===== config.mk =====
export PLATFORM = sky130hd
export DESIGN_NAME = seven_segment_scan_driver_unit
export DESIGN_NICKNAME = d
export VERILOG_FILES = /design/src/hw/rtl/ssd_pkg.sv /design/src/hw/rtl/ssd_cfg.sv /design/src/hw/rtl/ssd_bcd_conv.sv /design/src/hw/rtl/ssd_scan.sv /design/src/hw/rtl/seven_segment_scan_driver_unit.sv
export SDC_FILE = /design/constraint.sdc
export NUM_CORES = 1
export LEC_CHECK = 0
export BUFFER_PORTS_ARGS = -buffer_cell sky130_fd_sc_hd__buf_2
export CORE_MARGIN = 5
export CORE_UTILIZATION = 51
export DETAILED_ROUTE_END_ITERATION = 8
export PLACE_DENSITY_LB_ADDON = 0.1
export SYNTH_ARGS = -nofsm -noshare
export SYNTH_HDL_FRONTEND = slang
export SYNTH_SLANG_ARGS = --single-unit

===== constraint.sdc =====
create_clock -name clk -period 4.2 [get_ports clk]
set_clock_uncertainty 0.15 [all_clocks]
set_input_delay 0.84 -clock clk [delete_from_list [all_inputs] [get_ports clk]]
set_output_delay 0.84 -clock clk [all_outputs]
set_load 0.02 [all_outputs]

===== src/hw/rtl/ssd_pkg.sv =====
// Shared types, constants and helper functions for the seven-segment scan driver.
// No dependencies; every other file in this block imports it.
package ssd_pkg;

  localparam int NUM_DIGITS = 4;
  localparam int DIGIT_W    = 4;
  localparam int IDX_W      = $clog2(NUM_DIGITS);
  localparam int VALUE_W    = 14;
  localparam int SEG_W      = 7;
  localparam int TICK_W     = 8;
  localparam int COUNT_W    = 3;
  localparam int ADDR_W     = 4;
  localparam int DATA_W     = 32;

  localparam logic [VALUE_W-1:0] MAX_VALUE   = VALUE_W'(9999);
  localparam logic [VALUE_W-1:0] W_THOUSANDS = VALUE_W'(1000);
  localparam logic [VALUE_W-1:0] W_HUNDREDS  = VALUE_W'(100);
  localparam logic [VALUE_W-1:0] W_TENS      = VALUE_W'(10);

  // Register indexes, taken from paddr[3:2].
  localparam logic [1:0] REG_BLANK   = 2'd0;
  localparam logic [1:0] REG_COUNT   = 2'd1;
  localparam logic [1:0] REG_REFRESH = 2'd2;

  localparam logic                RST_BLANK   = 1'b0;
  localparam logic [COUNT_W-1:0]  RST_COUNT   = COUNT_W'(4);
  localparam logic [TICK_W-1:0]   RST_REFRESH = TICK_W'(3);

  typedef struct packed {
    logic               blank_leading;
    logic [COUNT_W-1:0] digit_count;
    logic [TICK_W-1:0]  refresh_ticks;
  } cfg_t;

  // One word leaving the conversion pipeline toward the scan stage.
  typedef struct packed {
    logic                                valid;
    logic                                load;
    logic [NUM_DIGITS-1:0][DIGIT_W-1:0]  digits;
  } item_t;

  typedef struct packed {
    logic [DIGIT_W-1:0] digit;
    logic [VALUE_W-1:0] rem;
  } divmod_t;

  // One decimal digit of x by a bank of parallel compares against the
  // multiples of the weight, then the remainder. Needs x < 10 * weight.
  function automatic divmod_t divmod_step(input logic [VALUE_W-1:0] x,
                                          input logic [VALUE_W-1:0] weight);
    divmod_t r;
    r.digit = '0;
    for (int k = 1; k < 10; k++) begin
      if (x >= VALUE_W'(k) * weight) begin
        r.digit = DIGIT_W'(k);
      end
    end
    r.rem = x - VALUE_W'(r.digit) * weight;
    return r;
  endfunction

  // Segment pattern, bit 0 = a through bit 6 = g; codes above nine are dark.
  function automatic logic [SEG_W-1:0] seg_pattern(input logic [DIGIT_W-1:0] d);
    logic [SEG_W-1:0] s;
    unique case (d)
      4'd0:    s = 7'h3F;
      4'd1:    s = 7'h06;
      4'd2:    s = 7'h5B;
      4'd3:    s = 7'h4F;
      4'd4:    s = 7'h66;
      4'd5:    s = 7'h6D;
      4'd6:    s = 7'h7C;
      4'd7:    s = 7'h07;
      4'd8:    s = 7'h7F;
      4'd9:    s = 7'h67;
      default: s = 7'h00;
    endcase
    return s;
  endfunction

endpackage


===== src/hw/rtl/ssd_cfg.sv =====
// APB-style register file for the scan driver: blanking, digit count, refresh period.
// Depends on ssd_pkg.
module ssd_cfg (
  input  logic                        clk,
  input  logic                        rst,
  input  logic                        psel,
  input  logic                        penable,
  input  logic                        pwrite,
  input  logic [ssd_pkg::ADDR_W-1:0]  paddr,
  input  logic [ssd_pkg::DATA_W-1:0]  pwdata,
  output logic [ssd_pkg::DATA_W-1:0]  prdata,
  output logic                        pready,
  output ssd_pkg::cfg_t               cfg
);
  import ssd_pkg::*;

  logic wr_en;

  assign pready = 1'b1;
  assign wr_en  = psel && penable && pwrite && pready;

  always_ff @(posedge clk) begin
    if (rst) begin
      cfg.blank_leading <= RST_BLANK;
      cfg.digit_count   <= RST_COUNT;
      cfg.refresh_ticks <= RST_REFRESH;
    end else if (wr_en) begin
      unique case (paddr[3:2])
        REG_BLANK:   cfg.blank_leading <= pwdata[0];
        REG_COUNT:   cfg.digit_count   <= pwdata[COUNT_W-1:0];
        REG_REFRESH: cfg.refresh_ticks <= pwdata[TICK_W-1:0];
        default: begin
        end
      endcase
    end
  end

  always_comb begin
    unique case (paddr[3:2])
      REG_BLANK:   prdata = DATA_W'(cfg.blank_leading);
      REG_COUNT:   prdata = DATA_W'(cfg.digit_count);
      REG_REFRESH: prdata = DATA_W'(cfg.refresh_ticks);
      default:     prdata = '0;
    endcase
  end

endmodule


===== src/hw/rtl/ssd_bcd_conv.sv =====
// Three-stage pipeline that splits a display value into four decimal digits: thousands
// into s1, hundreds into s2, tens and units from s2. Tick words ride along unchanged. Depends on ssd_pkg.
module ssd_bcd_conv (
  input  logic                         clk,
  input  logic                         rst,
  input  logic                         advance,
  input  logic                         in_valid,
  input  logic                         func,
  input  logic [ssd_pkg::VALUE_W-1:0]  value,
  output ssd_pkg::item_t               item
);
  import ssd_pkg::*;

  logic                 s0_valid;
  logic                 s0_load;
  logic [VALUE_W-1:0]   s0_value;

  logic                 s1_valid;
  logic                 s1_load;
  logic [DIGIT_W-1:0]   s1_thou;
  logic [9:0]           s1_rem;

  logic                 s2_valid;
  logic                 s2_load;
  logic [DIGIT_W-1:0]   s2_thou;
  logic [DIGIT_W-1:0]   s2_hund;
  logic [6:0]           s2_rem;

  divmod_t              dm_thou;
  divmod_t              dm_hund;
  divmod_t              dm_tens;

  assign dm_thou = divmod_step(s0_value, W_THOUSANDS);
  assign dm_hund = divmod_step(VALUE_W'(s1_rem), W_HUNDREDS);
  assign dm_tens = divmod_step(VALUE_W'(s2_rem), W_TENS);

  always_ff @(posedge clk) begin
    if (rst) begin
      s0_valid <= 1'b0;
      s1_valid <= 1'b0;
      s2_valid <= 1'b0;
    end else if (advance) begin
      s0_valid <= in_valid;
      s1_valid <= s0_valid;
      s2_valid <= s1_valid;
    end
  end

  always_ff @(posedge clk) begin
    if (advance) begin
      s0_load  <= func;
      s0_value <= (value > MAX_VALUE) ? MAX_VALUE : value;
      s1_load  <= s0_load;
      s1_thou  <= dm_thou.digit;
      s1_rem   <= dm_thou.rem[9:0];
      s2_load  <= s1_load;
      s2_thou  <= s1_thou;
      s2_hund  <= dm_hund.digit;
      s2_rem   <= dm_hund.rem[6:0];
    end
  end

  assign item.valid     = s2_valid;
  assign item.load      = s2_load;
  assign item.digits[3] = s2_thou;
  assign item.digits[2] = s2_hund;
  assign item.digits[1] = dm_tens.digit;
  assign item.digits[0] = dm_tens.rem[DIGIT_W-1:0];

  a_thou_digit: assert property (@(posedge clk) disable iff (rst)
    s1_valid && s1_load |-> s1_thou <= DIGIT_W'(9) && s1_rem < 10'd1000)
    else $error("thousands step left an out-of-range digit or remainder");

  a_hund_digit: assert property (@(posedge clk) disable iff (rst)
    s2_valid && s2_load |-> s2_hund <= DIGIT_W'(9) && s2_rem < 7'd100)
    else $error("hundreds step left an out-of-range digit or remainder");

  a_hold: assert property (@(posedge clk) disable iff (rst)
    !advance |=> $stable(s2_valid) && $stable(s2_load) && $stable(s2_rem))
    else $error("pipeline moved while stalled");

endmodule


===== src/hw/rtl/ssd_scan.sv =====
// Scan stage: digit store, tick counter, scan index and the result register.
// Depends on ssd_pkg.
module ssd_scan (
  input  logic                        clk,
  input  logic                        rst,
  input  logic                        advance,
  input  ssd_pkg::item_t              item,
  input  ssd_pkg::cfg_t               cfg,
  output logic                        out_valid,
  output logic [ssd_pkg::NUM_DIGITS-1:0] digit_enable,
  output logic [ssd_pkg::SEG_W-1:0]   segments,
  output logic [ssd_pkg::IDX_W-1:0]   digit_index
);
  import ssd_pkg::*;

  logic [NUM_DIGITS-1:0][DIGIT_W-1:0] digit_store;
  logic [TICK_W-1:0]                  tick_count;
  logic [IDX_W-1:0]                   scan_index;

  logic [TICK_W-1:0]                  tick_inc;
  logic                               fire;
  logic                               is_tick;
  logic [NUM_DIGITS-1:0]              upper_nz;
  logic                               lit;
  logic [IDX_W:0]                     idx_inc;
  logic [IDX_W-1:0]                   scan_index_next;
  logic [NUM_DIGITS-1:0]              enable_next;

  assign is_tick  = item.valid && !item.load;
  assign tick_inc = tick_count + TICK_W'(1);
  assign fire     = !(tick_inc < cfg.refresh_ticks);

  // upper_nz[k] is set when any digit at position k or above is nonzero.
  always_comb begin
    upper_nz[NUM_DIGITS-1] = |digit_store[NUM_DIGITS-1];
    for (int k = NUM_DIGITS - 2; k >= 0; k--) begin
      upper_nz[k] = (|digit_store[k]) || upper_nz[k+1];
    end
  end

  assign lit = !cfg.blank_leading || (scan_index == '0) || upper_nz[scan_index];
  assign enable_next = lit ? (NUM_DIGITS'(1) << scan_index) : '0;

  assign idx_inc = {1'b0, scan_index} + (IDX_W+1)'(1);
  assign scan_index_next = ((COUNT_W'(idx_inc) >= cfg.digit_count) ||
                            (idx_inc >= (IDX_W+1)'(NUM_DIGITS))) ? '0 : idx_inc[IDX_W-1:0];

  always_ff @(posedge clk) begin
    if (rst) begin
      digit_store <= '0;
      tick_count  <= '0;
      scan_index  <= '0;
      out_valid   <= 1'b0;
    end else if (advance) begin
      out_valid <= is_tick && fire;
      if (item.valid && item.load) begin
        digit_store <= item.digits;
      end
      if (is_tick) begin
        tick_count <= fire ? '0 : tick_inc;
        if (fire) begin
          scan_index <= scan_index_next;
        end
      end
    end
  end

  always_ff @(posedge clk) begin
    if (advance && is_tick && fire) begin
      digit_enable <= enable_next;
      segments     <= seg_pattern(digit_store[scan_index]);
      digit_index  <= scan_index;
    end
  end

  a_enable_matches_index: assert property (@(posedge clk) disable iff (rst)
    out_valid && digit_enable != '0 |-> digit_enable == (NUM_DIGITS'(1) << digit_index))
    else $error("digit enable does not match the scanned index");

  a_first_digit_lit: assert property (@(posedge clk) disable iff (rst)
    out_valid && digit_index == '0 |-> digit_enable == NUM_DIGITS'(1))
    else $error("least significant digit was blanked");

  a_count_clears: assert property (@(posedge clk) disable iff (rst)
    advance && is_tick && fire |=> tick_count == '0)
    else $error("tick counter did not clear after a scan step");

endmodule


===== src/hw/rtl/seven_segment_scan_driver_unit.sv =====
// Multiplexed four-digit seven-segment scan driver. Each input word is either a
// tick (func = 0) or a display value to load (func = 1, saturated to 9999). The block
// takes one word per clock cycle while in_ready is high. A word passes through the s0,
// s1 and s2 registers of the three-stage decimal conversion pipeline to the scan stage,
// and a tick's scan step is registered in the output register as the scan stage takes it.
// Words stay in order, so a tick always sees every earlier load. A stalled output holds
// the whole pipeline, and in_ready is high whenever the output register is empty or being
// taken. Registers: blank_leading at 0x0, digit_count at 0x4, refresh_ticks at 0x8;
// the user must write them only while the block is idle; the block itself does not enforce it.
module seven_segment_scan_driver_unit (
  input  logic                         clk,
  input  logic                         rst,
  input  logic                         in_valid,
  output logic                         in_ready,
  input  logic                         func,
  input  logic [ssd_pkg::VALUE_W-1:0]  value,
  output logic                         out_valid,
  input  logic                         out_ready,
  output logic [ssd_pkg::NUM_DIGITS-1:0] digit_enable,
  output logic [ssd_pkg::SEG_W-1:0]    segments,
  output logic [ssd_pkg::IDX_W-1:0]    digit_index,
  input  logic                         psel,
  input  logic                         penable,
  input  logic                         pwrite,
  input  logic [ssd_pkg::ADDR_W-1:0]   paddr,
  input  logic [ssd_pkg::DATA_W-1:0]   pwdata,
  output logic [ssd_pkg::DATA_W-1:0]   prdata,
  output logic                         pready
);
  import ssd_pkg::*;

  cfg_t  cfg;
  item_t item;
  logic  advance;

  // The pipeline moves whenever the result register is free or is being drained.
  assign advance  = !out_valid || out_ready;
  assign in_ready = advance;

  ssd_cfg u_cfg (
    .clk     (clk),
    .rst     (rst),
    .psel    (psel),
    .penable (penable),
    .pwrite  (pwrite),
    .paddr   (paddr),
    .pwdata  (pwdata),
    .prdata  (prdata),
    .pready  (pready),
    .cfg     (cfg)
  );

  ssd_bcd_conv u_conv (
    .clk      (clk),
    .rst      (rst),
    .advance  (advance),
    .in_valid (in_valid),
    .func     (func),
    .value    (value),
    .item     (item)
  );

  ssd_scan u_scan (
    .clk          (clk),
    .rst          (rst),
    .advance      (advance),
    .item         (item),
    .cfg          (cfg),
    .out_valid    (out_valid),
    .digit_enable (digit_enable),
    .segments     (segments),
    .digit_index  (digit_index)
  );

endmodule

Word level (Yosys, flattened, before mapping)
Memories as Yosys holds them, arrays and structs flattened. A register that Yosys moved wholly into a read port is not among the register bits.
Index checks and enable logic that the tools add are counted.
- register bits after elaboration: 94
- ROM bits: 112
- bits of input ports: 58
- output and inout bits: 48
- logic and storage cells: 133
- memories: 1
- $add $sub $neg: 5
- $mul: 3
- order comparisons: 32
- equal/unequal tests: 2
- shifts and indexed selects: 1
- mux-type cells: 34
- bitwise gates (word level): 1
- reduce and logical (&&, ||, !) cells: 30
- memory list (name ; depth ; bits a word ; rd ports ; clocked after Yosys merged registers in ; wr ports ; line ; text):
    (name not given) ; 16 ; 7 ; 1 ; 1 ; 0 ; ssd_pkg.sv:65 ; unique case (d)
- operators by type and width (kind ; count):
    14-bit by 13-bit >= comparator with 1-bit output (second input constant) ; 4
    10-bit >= comparator (second input constant) ; 4
    3-bit two-way mux ; 12
    10-bit by 9-bit >= comparator with 1-bit output (second input constant) ; 3
    14-bit by 12-bit >= comparator with 1-bit output (second input constant) ; 2
    4-bit two-way mux ; 7
    8-bit one-hot mux with 3 select lines ; 1
    7-bit by 6-bit >= comparator with 1-bit output (second input constant) ; 3
    7-bit >= comparator (second input constant) ; 3
    4-bit OR reduction ; 4
    14-bit by 10-bit >= comparator with 1-bit output (second input constant) ; 1
    14-bit by 11-bit >= comparator with 1-bit output (second input constant) ; 1
    14-bit >= comparator (second input constant) ; 1
    7-bit by 5-bit >= comparator with 1-bit output (second input constant) ; 2
    14-bit greater-than comparator (second input constant) ; 1
    2-bit two-way mux ; 7
    10-bit by 7-bit >= comparator with 1-bit output (second input constant) ; 1
    10-bit by 8-bit >= comparator with 1-bit output (second input constant) ; 1
    2-bit AND reduction ; 5
    10-bit subtractor ; 1
    8-bit by 1-bit adder with 8-bit output (second input constant) ; 1
    4-bit binary-select mux with 2-bit select ; 1
    8-bit less-than comparator ; 1
    8-bit two-way mux ; 1
    21 further kinds ; 40

Depth between registers and ports, before layout
Gate-level depths: netlist of run 1.
- depth after elaboration: 12
- mapped depth: 17
- mapped depth without buffers: 17

Modules after synthesis
From an unflattened synthesis of run 1, not the netlist that was laid out.
- cell total of the unflattened synthesis: 607
- area, all modules: 6032.0 um^2
- by module, submodules not included (module ; times used ; cells each ; area each (um^2) ; sequential area each (um^2)):
    ssd_bcd_conv ; 1 ; 274 ; 3005.4 ; 1441.4
    ssd_scan ; 1 ; 239 ; 2204.6 ; 930.9
    ssd_cfg ; 1 ; 93 ; 815.8 ; 240.2
    seven_segment_scan_driver_unit ; 1 ; 1 ; 6.3 ; 0.0

Worst setup path after synthesis of run 1
No wires, ideal clock.
- path kind: flip-flop to flip-flop
- start point: register u_conv.s0_value[11]
- end point: register u_conv.s1_rem[9] (data pin)
- library setup time: 258 ps
- data arrival time: 3664 ps
- required time: 3792 ps
- path slack: 129 ps
- cell stages (with the launch flop): 17
- buffers on the path: 1
- period minus slack after synthesis: 4071 ps
- cell sequence: edfxtp_1 -> clkbuf_1 -> or4_1 -> o21ai_1 -> a311oi_1 -> or4_4 -> inv_1 -> ha_1 -> ha_1 -> inv_1 -> fa_1 -> ha_1 -> o21ai_0 -> o21bai_1 -> a21oi_1 -> xnor2_1 -> xnor2_1
- RTL lines (item ; line ; text):
    start: declaration ; ssd_bcd_conv.sv:16 ; logic [VALUE_W-1:0] s0_value;
    start signal: assignment ; ssd_bcd_conv.sv:52 ; s0_value <= (value > MAX_VALUE) ? MAX_VALUE : value;
    end signal: assignment ; ssd_bcd_conv.sv:55 ; s1_rem <= dm_thou.rem[9:0];
    end: declaration ; ssd_bcd_conv.sv:21 ; logic [9:0] s1_rem;

==> results of run 1 <==
==> repair_timing <==
action / in CTS / in global routing
endpoints found under the setup margin: 1 / 2
buffers inserted: 2 / 11
hold buffers: 0 / 0
endpoints found under the hold margin: 0 / 0
gates resized for setup: 5 / 31
pin swaps: 6 / 23
==> power by group <==
part	switching, mW	internal [mW]	leakage [nW]	total [mW]
registers	0.128	1.22	0.923	1.35
logic	0.586	0.583	1.78	1.17
clock network	0.340	0.522	0.153	0.862
==> synthesized netlist by cell type, drive strengths merged (3+ instances only) <==
cell / n / area share, %
o21ai: 16 / 1.4
inv: 49 / 3.1
or3: 3 / 0.32
nand2: 48 / 3.1
mux4: 4 / 1.5
a211oi: 5 / 0.64
nor3b: 3 / 0.39
a21o: 8 / 1.0
o41ai: 4 / 0.60
xnor2: 20 / 3.0
a211o: 3 / 0.45
nand3: 12 / 1.0
a21oi: 36 / 3.1
o22ai: 4 / 0.43
dfxtp: 42 / 14
xor2: 6 / 0.90
nand3b: 5 / 0.64
o211ai: 4 / 0.51
o31ai: 4 / 0.51
mux2i: 15 / 2.6
and2: 10 / 1.1
nor3: 11 / 0.94
nor2b: 11 / 1.2
nand2b: 14 / 1.5
a2111oi: 3 / 0.45
clkbuf: 19 / 1.2
fa: 7 / 2.4
or4: 3 / 0.45
and3: 4 / 0.43
edfxtp: 59 / 30
nor2: 56 / 3.6
nor4: 3 / 0.32
ha: 37 / 7.9
a31oi: 3 / 0.32
buf: 29 / 3.7
o21a: 3 / 0.39
==> registers in the layout, indices dropped and copies added, names as in the netlist, 2 cells and up <==
register	count
u_cfg.cfg	12
u_scan.scan_index	2
u_conv.s1_thou	4
u_conv.s2_rem	7
u_scan.digit_enable	4
u_scan.tick_count	8
u_scan.digit_store	16
u_conv.s1_rem	10
u_scan.segments	7
u_conv.s0_value	14
u_conv.s2_hund	4
u_conv.s2_thou	4
u_scan.digit_index	2
==> how the worst max path moves through the flow <==
stage | startpoint | endpoint | slack [ns] | cells after the start
global route | u_conv.s0_value[7] | u_conv.s1_rem[9] | -0.09 | 16
global placement | u_conv.s0_value[9] | u_conv.s1_rem[9] | 0.02 | 16
detailed placement | u_conv.s0_value[10] | u_conv.s1_rem[9] | -0.07 | 12
floorplan | u_conv.s0_value[11] | u_conv.s1_rem[9] | 0.13 | 16
CTS | u_conv.s0_value[10] | u_conv.s1_rem[9] | 0.001 | 16
finish | u_conv.s0_value[11] | u_conv.s1_rem[9] | 0.03 | 12
==> kinds of logic after synthesis <==
family / Yosys count / share of synthesized area [%]
simple gates: 190 / 15.90
compound gates: 113 / 12.85
flops: 101 / 44.73
buf+inv: 97 / 8.055
fa+ha+maj: 44 / 10.33
xor+xnor: 26 / 3.899
mux: 19 / 4.113
other cells: 2 / 0.1286
==> cell usage in the layout, fill, tap and decap left out, types with 15 or more instances in the layout <==
master	instances
edfxtp_1	59
buf_2	54
nor2_1	53
nand2_1	48
inv_1	46
dfxtp_1	42
a21oi_1	34
ha_1	34
buf_4	33
conb_1	25
xnor2_1	20
mux2i_1	15
==> layer usage <==
| metal | part of all wire, % | GRT usage [%] |
|---|---|---|
| met1 | 42 | 21.40 |
| met2 | 51 | 29.50 |
| met3 | 4.8 | 2.674 |
| met4 | 2.0 | 7.263 |
| met5 | 0 | 0 |
==> metrics by stage <==
| stage | setup TNS [ns] | cells | power [mW] |
|---|---|---|---|
| 2_1_floorplan | 0 | 615 | 2.213 |
| 3_5_place_dp | -0.07122 | 789 | 2.449 |
| 3_3_place_gp | 0 | 789 | 2.396 |
| 6_report | 0 | 818 | 3.380 |
| 4_1_cts | 0 | 807 | 3.328 |
| 5_1_grt | -0.09448 | 818 | 3.628 |
==> cell type report <==
cell class / count / area, um2
Fill cell: 970 / 4468
Multi-Input combinational cell: 417 / 2988
Sequential cell: 101 / 2613
Timing Repair Buffer: 92 / 574.3
Clock buffer: 15 / 282.8
Inverter: 49 / 186.4
Tap cell: 143 / 178.9
Clock inverter: 1 / 30.03
==> impl_metrics.py, run 1 <==
metrics = {
    "clock_network": {
        "clk_latency_ns": 0.34,
        "path_clk_slew_ns": 0.06,
        "clk_root_buffer_cell": "clkbuf_16",
        "clkSinkCount": 101,
        "h-tree-depth": 3,
        "cts_tree": "built",
        "cts_buffers": 9,
        "clockBufferDepth": 2,
    },
    "place": {
        "dp_hpwl_mm": 8.137,
        "placed_cell_area_um2": 6280,
        "portBuffers": 54,
        "detailedPlace.worstSlack_ns": -0.07122,
        "place_congestion": 0.8662,
    },
    "logic_synthesis": {
        "yosys.cell_types.count": 64,
        "ys_warn_count": 0,
        "synthCells": 592,
        "async_flop_share_pct": 0,
        "syn_avg_cell_area_um2": 9.866,
        "ys_ff_latch": 101,
        "synthFlopType": "edfxtp_1",
        "syn-cell-area_um2": 5841,
        "synth_edf_count": 59,
        "seq_area_frac_synth_pct": 44.73,
    },
    "timing": {
        "fmax_mhz": 239.7,
        "rsz0062_at_grt": "true",
        "setup_ws_ns": 0.02892,
        "whs_ns": 0.2671,
        "finalHoldViolCount": 0,
        "slew_violations": 0,
        "period_share_pct": 99.31,
        "slew_headroom_pct": 46.61,
        "post-route-min-period_ns": 4.171,
        "setup_viol": 0,
        "worst_pin_slew_ns": 0.8008,
    },
    "route": {
        "drtPass1Iterations": 6,
        "vias_per_cell": 5.281,
        "wl_mm": 11.35,
        "vias": 4320,
        "drt_iter0_markers": 204,
        "wl_per_cell_um": 13.87,
        "drcViolationCount": 0,
        "ant_nets": 0,
    },
    "die": {
        "dieArea_um2": 13690,
        "rows": 39,
        "core_area_um2": 11320,
        "die_w_um": 117.0,
        "start_util_pct": 51.59,
        "io_pins": 106,
        "die_height_um": 117.0,
    },
    "critical_path": {
        "critPathLaunchType": "register",
        "worst-path-buf-inv": 0,
        "cp_slowest_cell": "or4_4",
        "worst-path-max-fanout": 3,
        "path_cells": "or4_4 > o21ai_2 > a311oi_2 > or4_4 > fa_2 > fa_2 > ha_4 > o21ai_4 > o21bai_4 > a21oi_2 > xnor2_1 > xnor2_1",
        "slowest_delay_ns": 0.60,
        "rr_worst_depth": 12,
        "criticalPathCategory": "register to register",
        "critPathTopFamily": "adder cells",
        "cp.required_ns": 4.14,
        "arrival_ns": 4.11,
        "timing.rr.end": "u_conv.s1_rem[9]",
        "r2r-start": "u_conv.s0_value[11]",
        "cp-end-kind": "register",
        "r2r_slack_ns": 0.03,
    },
    "grt": {
        "grtUsageTotal_pct": 17.13,
        "gr-total-overflow": 0,
        "antenna_found_initial": 0,
        "grt_pass1_wl_mm": 18.70,
        "grt_max_degree": 45,
        "grt_pass1_vias": 4096,
    },
    "status": {
        "status": "complete, no violations",
    },
    "hold_path": {
        "whs_path_depth": 0,
        "hp-start": "u_conv.s1_thou[1]",
        "hp-class": "register to register",
        "min_to": "u_conv.s2_thou[1]",
    },
    "final_layout": {
        "layout-drive-gt1-share_pct": 20.44,
        "finalInstanceArea_um2": 6853,
        "area_growth_pct": 17.33,
        "utilization_pct": 60.53,
        "fin_nets": 772,
        "diodes": 0,
    },
    "pwr": {
        "leakagePower_nw": 2.857,
        "peakVddDrop_uv": 287.8,
        "cellPowerDensity_nw_per_um2": 493.2,
    },
    "job": {
        "max-cap-violations": 0,
    },
}
(Power assumes the default switching activity.)
==> run 2, diff against run 1 <==
Settings changed: REMOVE_ABC_BUFFERS set to 1.
==> run 2 against run 1 <==
  * The flow now finishes with violations (negative setup slack)
  * Via count shrank 0.53%
  * Clock power down 11%
  * Die area unchanged
  * Utilization decreased by 1.5 points
  * Cell area shrank 2.6%
  * Clock-buffer cell count is 4 lower
  * First-iteration DRC count fell by 11%
  * Non-clock buffer count decreased by 8
  * Setup slack lost 0.047 ns
  * Routed wire length shrank 5.6%
  * Critical path type unchanged
  * Critical endpoint unchanged
  * Highest routed layer unchanged
==> impl_metrics.py, run 2 (synthesized netlist as in run 1, its figures left out) <==
metrics = {
    "final_layout": {
        "top_regs": "u_scan.digit_store x16, u_conv.s0_value x14, u_cfg.cfg x12",
        "largest_register": "u_scan.digit_store",
        "final_common_cell": "edfxtp_1",
        "layout_common_cells": "edfxtp_1 (59), nor2_1 (55), buf_2 (54)",
        "stdcell_count": 810,
        "finalInstanceArea_um2": 6678,
        "diodes": 0,
        "area_growth_pct": 14.33,
        "fin_nets": 764,
        "layout-drive-gt1-share_pct": 17.84,
        "largest_reg_flops": 16,
    },
    "critical_path": {
        "arrival_ns": 4.16,
        "cp-end-kind": "register",
        "cp.required_ns": 4.14,
        "critPathLaunchType": "register",
        "r2r-start": "u_conv.s0_value[6]",
        "criticalPathCategory": "register to register",
        "worst-path-max-fanout": 3,
        "rr_worst_depth": 13,
        "crit_start": "u_conv.s0_value[6]",
    },
    "route": {
        "drtPass1Iterations": 6,
        "ant_nets": 0,
        "drcViolationCount": 0,
        "vias_per_cell": 5.305,
        "vias": 4297,
        "wl_mm": 10.72,
        "wl_per_cell_um": 13.23,
        "drt_iter0_markers": 181,
    },
    "grt": {
        "antenna_found_initial": 0,
        "grt_max_degree": 45,
        "gr-total-overflow": 0,
        "grt_pass1_wl_mm": 17.75,
        "grt_pass1_vias": 3952,
        "grtUsageTotal_pct": 16.14,
    },
    "clock_network": {
        "clkSinkCount": 101,
        "path_clk_slew_ns": 0.07,
        "cts_tree": "built",
        "cts_buffers": 9,
        "clk_latency_ns": 0.34,
        "cts_hold_buf": 0,
        "h-tree-depth": 3,
        "clockBufferDepth": 2,
        "clk_root_buffer_cell": "clkbuf_16",
    },
    "pwr": {
        "peakVddDrop_uv": 303.6,
        "leakagePower_nw": 2.791,
        "total_power_mw": 3.232,
        "cellPowerDensity_nw_per_um2": 484.0,
    },
    "timing": {
        "setup_viol": 1,
        "slew_headroom_pct": 48.14,
        "rsz0062_at_grt": "true",
        "slew_violations": 0,
        "finalHoldViolCount": 0,
        "fmax_mhz": 237.1,
        "worst_pin_slew_ns": 0.7779,
        "post-route-min-period_ns": 4.218,
        "setup_ws_ns": -0.01759,
        "period_share_pct": 100.4,
    },
    "place": {
        "placed_cell_area_um2": 6272,
        "place_inst": 788,
        "portBuffers": 54,
        "place_congestion": 0.8561,
        "dp_hpwl_mm": 8.062,
    },
    "die": {
        "io_pins": 106,
        "rows": 39,
        "die_height_um": 117.0,
        "die_w_um": 117.0,
        "start_util_pct": 51.59,
        "dieArea_um2": 13690,
        "core_area_um2": 11320,
    },
    "status": {
        "violations": "negative setup slack",
        "status": "complete, but fails checks",
    },
    "hold_path": {
        "hp-class": "register to register",
        "hp-start": "u_conv.s1_thou[1]",
        "whs_path_depth": 0,
    },
    "job": {
        "max-cap-violations": 0,
    },
}
==> run 2: power breakdown <==
group          switching, mW  internal [mW]  total, mW
Combinational          0.563          0.553       1.12
Sequential             0.127           1.22       1.35
Clock                  0.348          0.420      0.768
==> run 2: per-layer routing <==
| layer | track usage [%] | part of all wire, % | vias up |
|---|---|---|---|
| li1 | - | - | 2170 |
| met1 | 19.21 | 43 | 2020 |
| met2 | 28.93 | 51 | 97 |
| met3 | 4.936 | 5.8 | 10 |
| met4 | 3.211 | 0.84 | 0 |
| met5 | 0 | 0 | - |
==> run 2: cell type report <==
class | instances | area, um2
clock buffers | 11 | 244.0
clock inverters | 5 | 35.03
fillers | 1014 | 4643
inverters | 49 | 186.4
multi-input cells | 417 | 2918
flip-flops and latches | 101 | 2613
well taps | 143 | 178.9
repair buffers | 84 | 503.0
==> run 2: path summary, 6_finish.rpt <==
| kind | to | slack (ns) |
|---|---|---|
| max reg2reg | u_conv.s1_rem[9] | -0.02 |
| min | u_conv.s2_thou[1] | 0.27 |
| min reg2reg | u_conv.s2_thou[1] | 0.27 |
| max | u_conv.s1_rem[9] | -0.02 |
==> run 2: repair_timing <==
item	in CTS	in global routing
setup buffers	2	4
gates resized for setup	1	17
gates cloned	0	0
pin swaps	3	18
setup endpoints to repair	1	1
==> run 2: critical path, stage by stage (launching register included) <==
cell and delay [ns]:
edfxtp_1 0.41, nand4_1 0.16, or4_4 0.51, o21ai_2 0.16
a311oi_1 0.07, or4_4 0.57, fa_2 0.59, fa_1 0.47
ha_4 0.30, o21ai_2 0.06, o21bai_1 0.19, a21oi_2 0.08
xnor2_1 0.13, xnor2_1 0.13
==> run 2: metrics by stage <==
stage               hold slack, ns  setup WS [ns]  util (%)  TNS [ns]
detailed placement          0.2554       -0.06981     55.40  -0.06981
CTS                         0.2635       0.007245     58.06         0
floorplan                   0.2503         0.1228         -         0
global placement            0.2503        0.08429     55.40         0
finish                      0.2662       -0.01759     58.99  -0.01759
global route                0.2710        -0.1516     58.99   -0.1652
==> run 3, diff against run 2 <==
Settings changed: SYNTH_HIERARCHICAL set to 1.
==> run 3 against run 2 <==
  * The run now ends clean
  * Flip-flop and latch count did not move
  * First-iteration DRC count fell by 12%
  * Sequential share of layout area fell by 0.63 points
  * Area after synthesis rose by 3.3%
  * Cell area rose by 1.6%
  * Maximum frequency rose by 4.5%
  * Critical path type unchanged
  * Global-route usage rose by 0.40 points
  * Highest routed layer unchanged
  * Non-clock buffer count fell by 7
  * Critical endpoint is now u_conv/s1_rem[9]
  * Die area rose by 3.0%
  * Setup slack improved by 0.18 ns
==> impl_metrics.py, run 3 <==
metrics = {
    "critical_path": {
        "timing.rr.end": "u_conv/s1_rem[9]",
        "r2r-start": "u_conv/s0_value[5]",
        "critPathLaunchType": "register",
        "rr_worst_depth": 15,
        "r2r_slack_ns": 0.16,
        "criticalPathCategory": "register to register",
        "cp-end-kind": "register",
        "arrival_ns": 3.99,
        "cp.required_ns": 4.15,
        "worst-path-max-fanout": 7,
    },
    "route": {
        "wl_per_cell_um": 13.92,
        "vias_per_cell": 5.314,
        "ant_nets": 0,
        "drcViolationCount": 0,
        "wl_mm": 11.39,
        "drt_iter0_markers": 159,
        "drtPass1Iterations": 5,
        "vias": 4347,
    },
    "die": {
        "core_area_um2": 11520,
        "die_height_um": 118.8,
        "rows": 39,
        "io_pins": 106,
        "die_w_um": 118.8,
        "dieArea_um2": 14100,
        "start_util_pct": 52.38,
    },
    "final_layout": {
        "final_common_cell": "edfxtp_1",
        "largest_register": "u_scan/digit_store",
        "fin_nets": 772,
        "area_growth_pct": 12.53,
        "layout-drive-gt1-share_pct": 17.78,
        "top_regs": "u_scan/digit_store x16, u_conv/s0_value x14, u_cfg/cfg x12",
        "fillCellCount": 1013,
        "largest_reg_flops": 16,
        "layout_common_cells": "edfxtp_1 (59), nand2_1 (57), buf_2 (54)",
        "diodes": 0,
    },
    "clock_network": {
        "clkSinkCount": 101,
        "clk_latency_ns": 0.35,
        "cts_buffers": 9,
        "clk_root_buffer_cell": "clkbuf_16",
        "cts_tree": "built",
        "path_clk_slew_ns": 0.06,
        "h-tree-depth": 3,
        "clockBufferDepth": 2,
    },
    "timing": {
        "setup_ws_ns": 0.1639,
        "whs_ns": 0.2687,
        "period_share_pct": 96.10,
        "slew_violations": 0,
        "finalHoldViolCount": 0,
        "fmax_mhz": 247.8,
        "slew_headroom_pct": 23.76,
        "setup_viol": 0,
        "post-route-min-period_ns": 4.036,
        "worst_pin_slew_ns": 1.134,
    },
    "logic_synthesis": {
        "syn-cell-area_um2": 6032,
        "synth_top_area_share_pct": 29.37,
        "ys_warn_count": 6,
        "async_flop_share_pct": 0,
        "synth_largest_area_cell": "edfxtp_1",
        "synth_edf_count": 59,
        "synthFlopType": "edfxtp_1",
        "yosys.cell_types.count": 64,
        "synthCells": 607,
        "ys_ff_latch": 101,
        "seq_area_frac_synth_pct": 43.31,
        "yosys-top-cells-area": "edfxtp_1 (29%), dfxtp_1 (14%), ha_1 (7.7%)",
        "synth.most_common_cell": "edfxtp_1",
        "synth_common_cells": "edfxtp_1 (59), nand2_1 (57), inv_1 (52), dfxtp_1 (42), a21oi_1 (41)",
        "syn_avg_cell_area_um2": 9.937,
    },
    "place": {
        "portBuffers": 54,
        "dp_hpwl_mm": 8.726,
        "place_congestion": 0.8799,
        "detailedPlace.worstSlack_ns": 0.05499,
    },
    "hold_path": {
        "min_to": "u_conv/s1_load",
        "hp-start": "u_conv/s0_load",
        "hp-class": "register to register",
        "whs_path_depth": 0,
    },
    "grt": {
        "antenna_found_initial": 0,
        "grt_pass1_wl_mm": 19.45,
        "grt_max_degree": 35,
        "gr-total-overflow": 0,
        "grtUsageTotal_pct": 16.54,
        "grt_pass1_vias": 4287,
    },
    "pwr": {
        "leakagePower_nw": 2.824,
        "cellPowerDensity_nw_per_um2": 500.7,
        "peakVddDrop_uv": 284.2,
    },
    "job": {
        "max-cap-violations": 0,
    },
    "status": {
        "status": "complete, no violations",
    },
}
-- run 3: changes by cell type after synthesis, moves of 6 or more --
cell	delta
clkbuf_1	-7
nand2_1	+9
nand2b_1	+19
nor2_1	-19
nor4_1	+6
o21ai_1	+6
-- run 3: area by class of cell --
cell class | instances | area (um2) | area share [%]
well taps | 143 | 178.9 | 2.636
inverters | 54 | 202.7 | 2.986
flip-flops and latches | 101 | 2613 | 38.49
clock buffers | 9 | 225.2 | 3.318
clock inverters | 7 | 113.9 | 1.677
repair buffers | 77 | 442.9 | 6.525
multi-input cells | 427 | 3012 | 44.37
-- run 3: how the worst max path moves through the flow --
stage	start	endpoint	slack, ns	cells after the start
after floorplan	u_conv/s0_value[10]	u_conv/s1_rem[9]	0.11	13
after global placement	u_conv/s0_value[5]	u_conv/s1_rem[9]	0.11	15
after detailed placement	u_conv/s0_value[5]	u_conv/s1_rem[9]	0.05	15
after CTS	u_conv/s0_value[5]	u_conv/s1_rem[9]	0.04	15
after global routing	u_conv/s0_value[5]	u_conv/s1_rem[9]	-0.006	18
final	u_conv/s0_value[5]	u_conv/s1_rem[9]	0.16	15
-- run 3: timing repair --
action / 4_1_cts / 5_1_grt
setup buffers: 0 / 7
endpoints found under the setup margin: 0 / 1
hold buffers: 0 / 0
resized for setup: 0 / 6
-- run 3: cell families after synthesis --
family | after synthesis | synth area share [%]
and+or+nand+nor | 194 | 16.26
AOI/OAI and AO/OA | 113 | 13.13
buffers and inverters | 102 | 8.401
DFF | 101 | 43.31
adders and majority gates | 44 | 9.998
xor gates and xnor gates | 27 | 3.920
muxes | 24 | 4.854
other | 2 | 0.1245
-- run 3: where the power goes --
part	internal, mW	switching, mW	total (mW)
combinational	0.530	0.571	1.10
sequential	1.22	0.142	1.36
clock	0.579	0.355	0.934
-- run 3: critical path, cell delays in order (launching register included) --
cell and delay (ns):
edfxtp_1 0.50, nand3_1 0.12, o311a_1 0.31, nand2_1 0.07, o21ai_1 0.05, or2_1 0.23, inv_2 0.09, fa_2 0.45
fa_1 0.46, ha_1 0.33, xor2_1 0.17, ha_1 0.32, a21oi_1 0.17, o21ai_1 0.10, xnor2_1 0.15, xnor2_1 0.13
-- run 3: layer usage --
| layer | track usage [%] | vias up | share of wire, % |
|---|---|---|---|
| li1 | - | 2205 | - |
| met3 | 5.205 | 9 | 4.8 |
| met1 | 19.82 | 2038 | 44 |
| met4 | 3.765 | 0 | 1.1 |
| met2 | 29.13 | 95 | 50 |
| met5 | 0 | - | 0 |
-- run 3: stage by stage --
step | std cells | cell area, um2 | util, % | TNS (ns) | total power [mW]
floorplan | 582 | 5814 | - | 0 | 2.235
global route | 818 | 6788 | 58.94 | -0.005853 | 3.634
detailed placement | 795 | 6386 | 55.45 | 0 | 2.481
finish | 818 | 6788 | 58.94 | 0 | 3.399
CTS | 811 | 6725 | 58.40 | 0 | 3.420
global placement | 795 | 6386 | 55.45 | 0 | 2.421
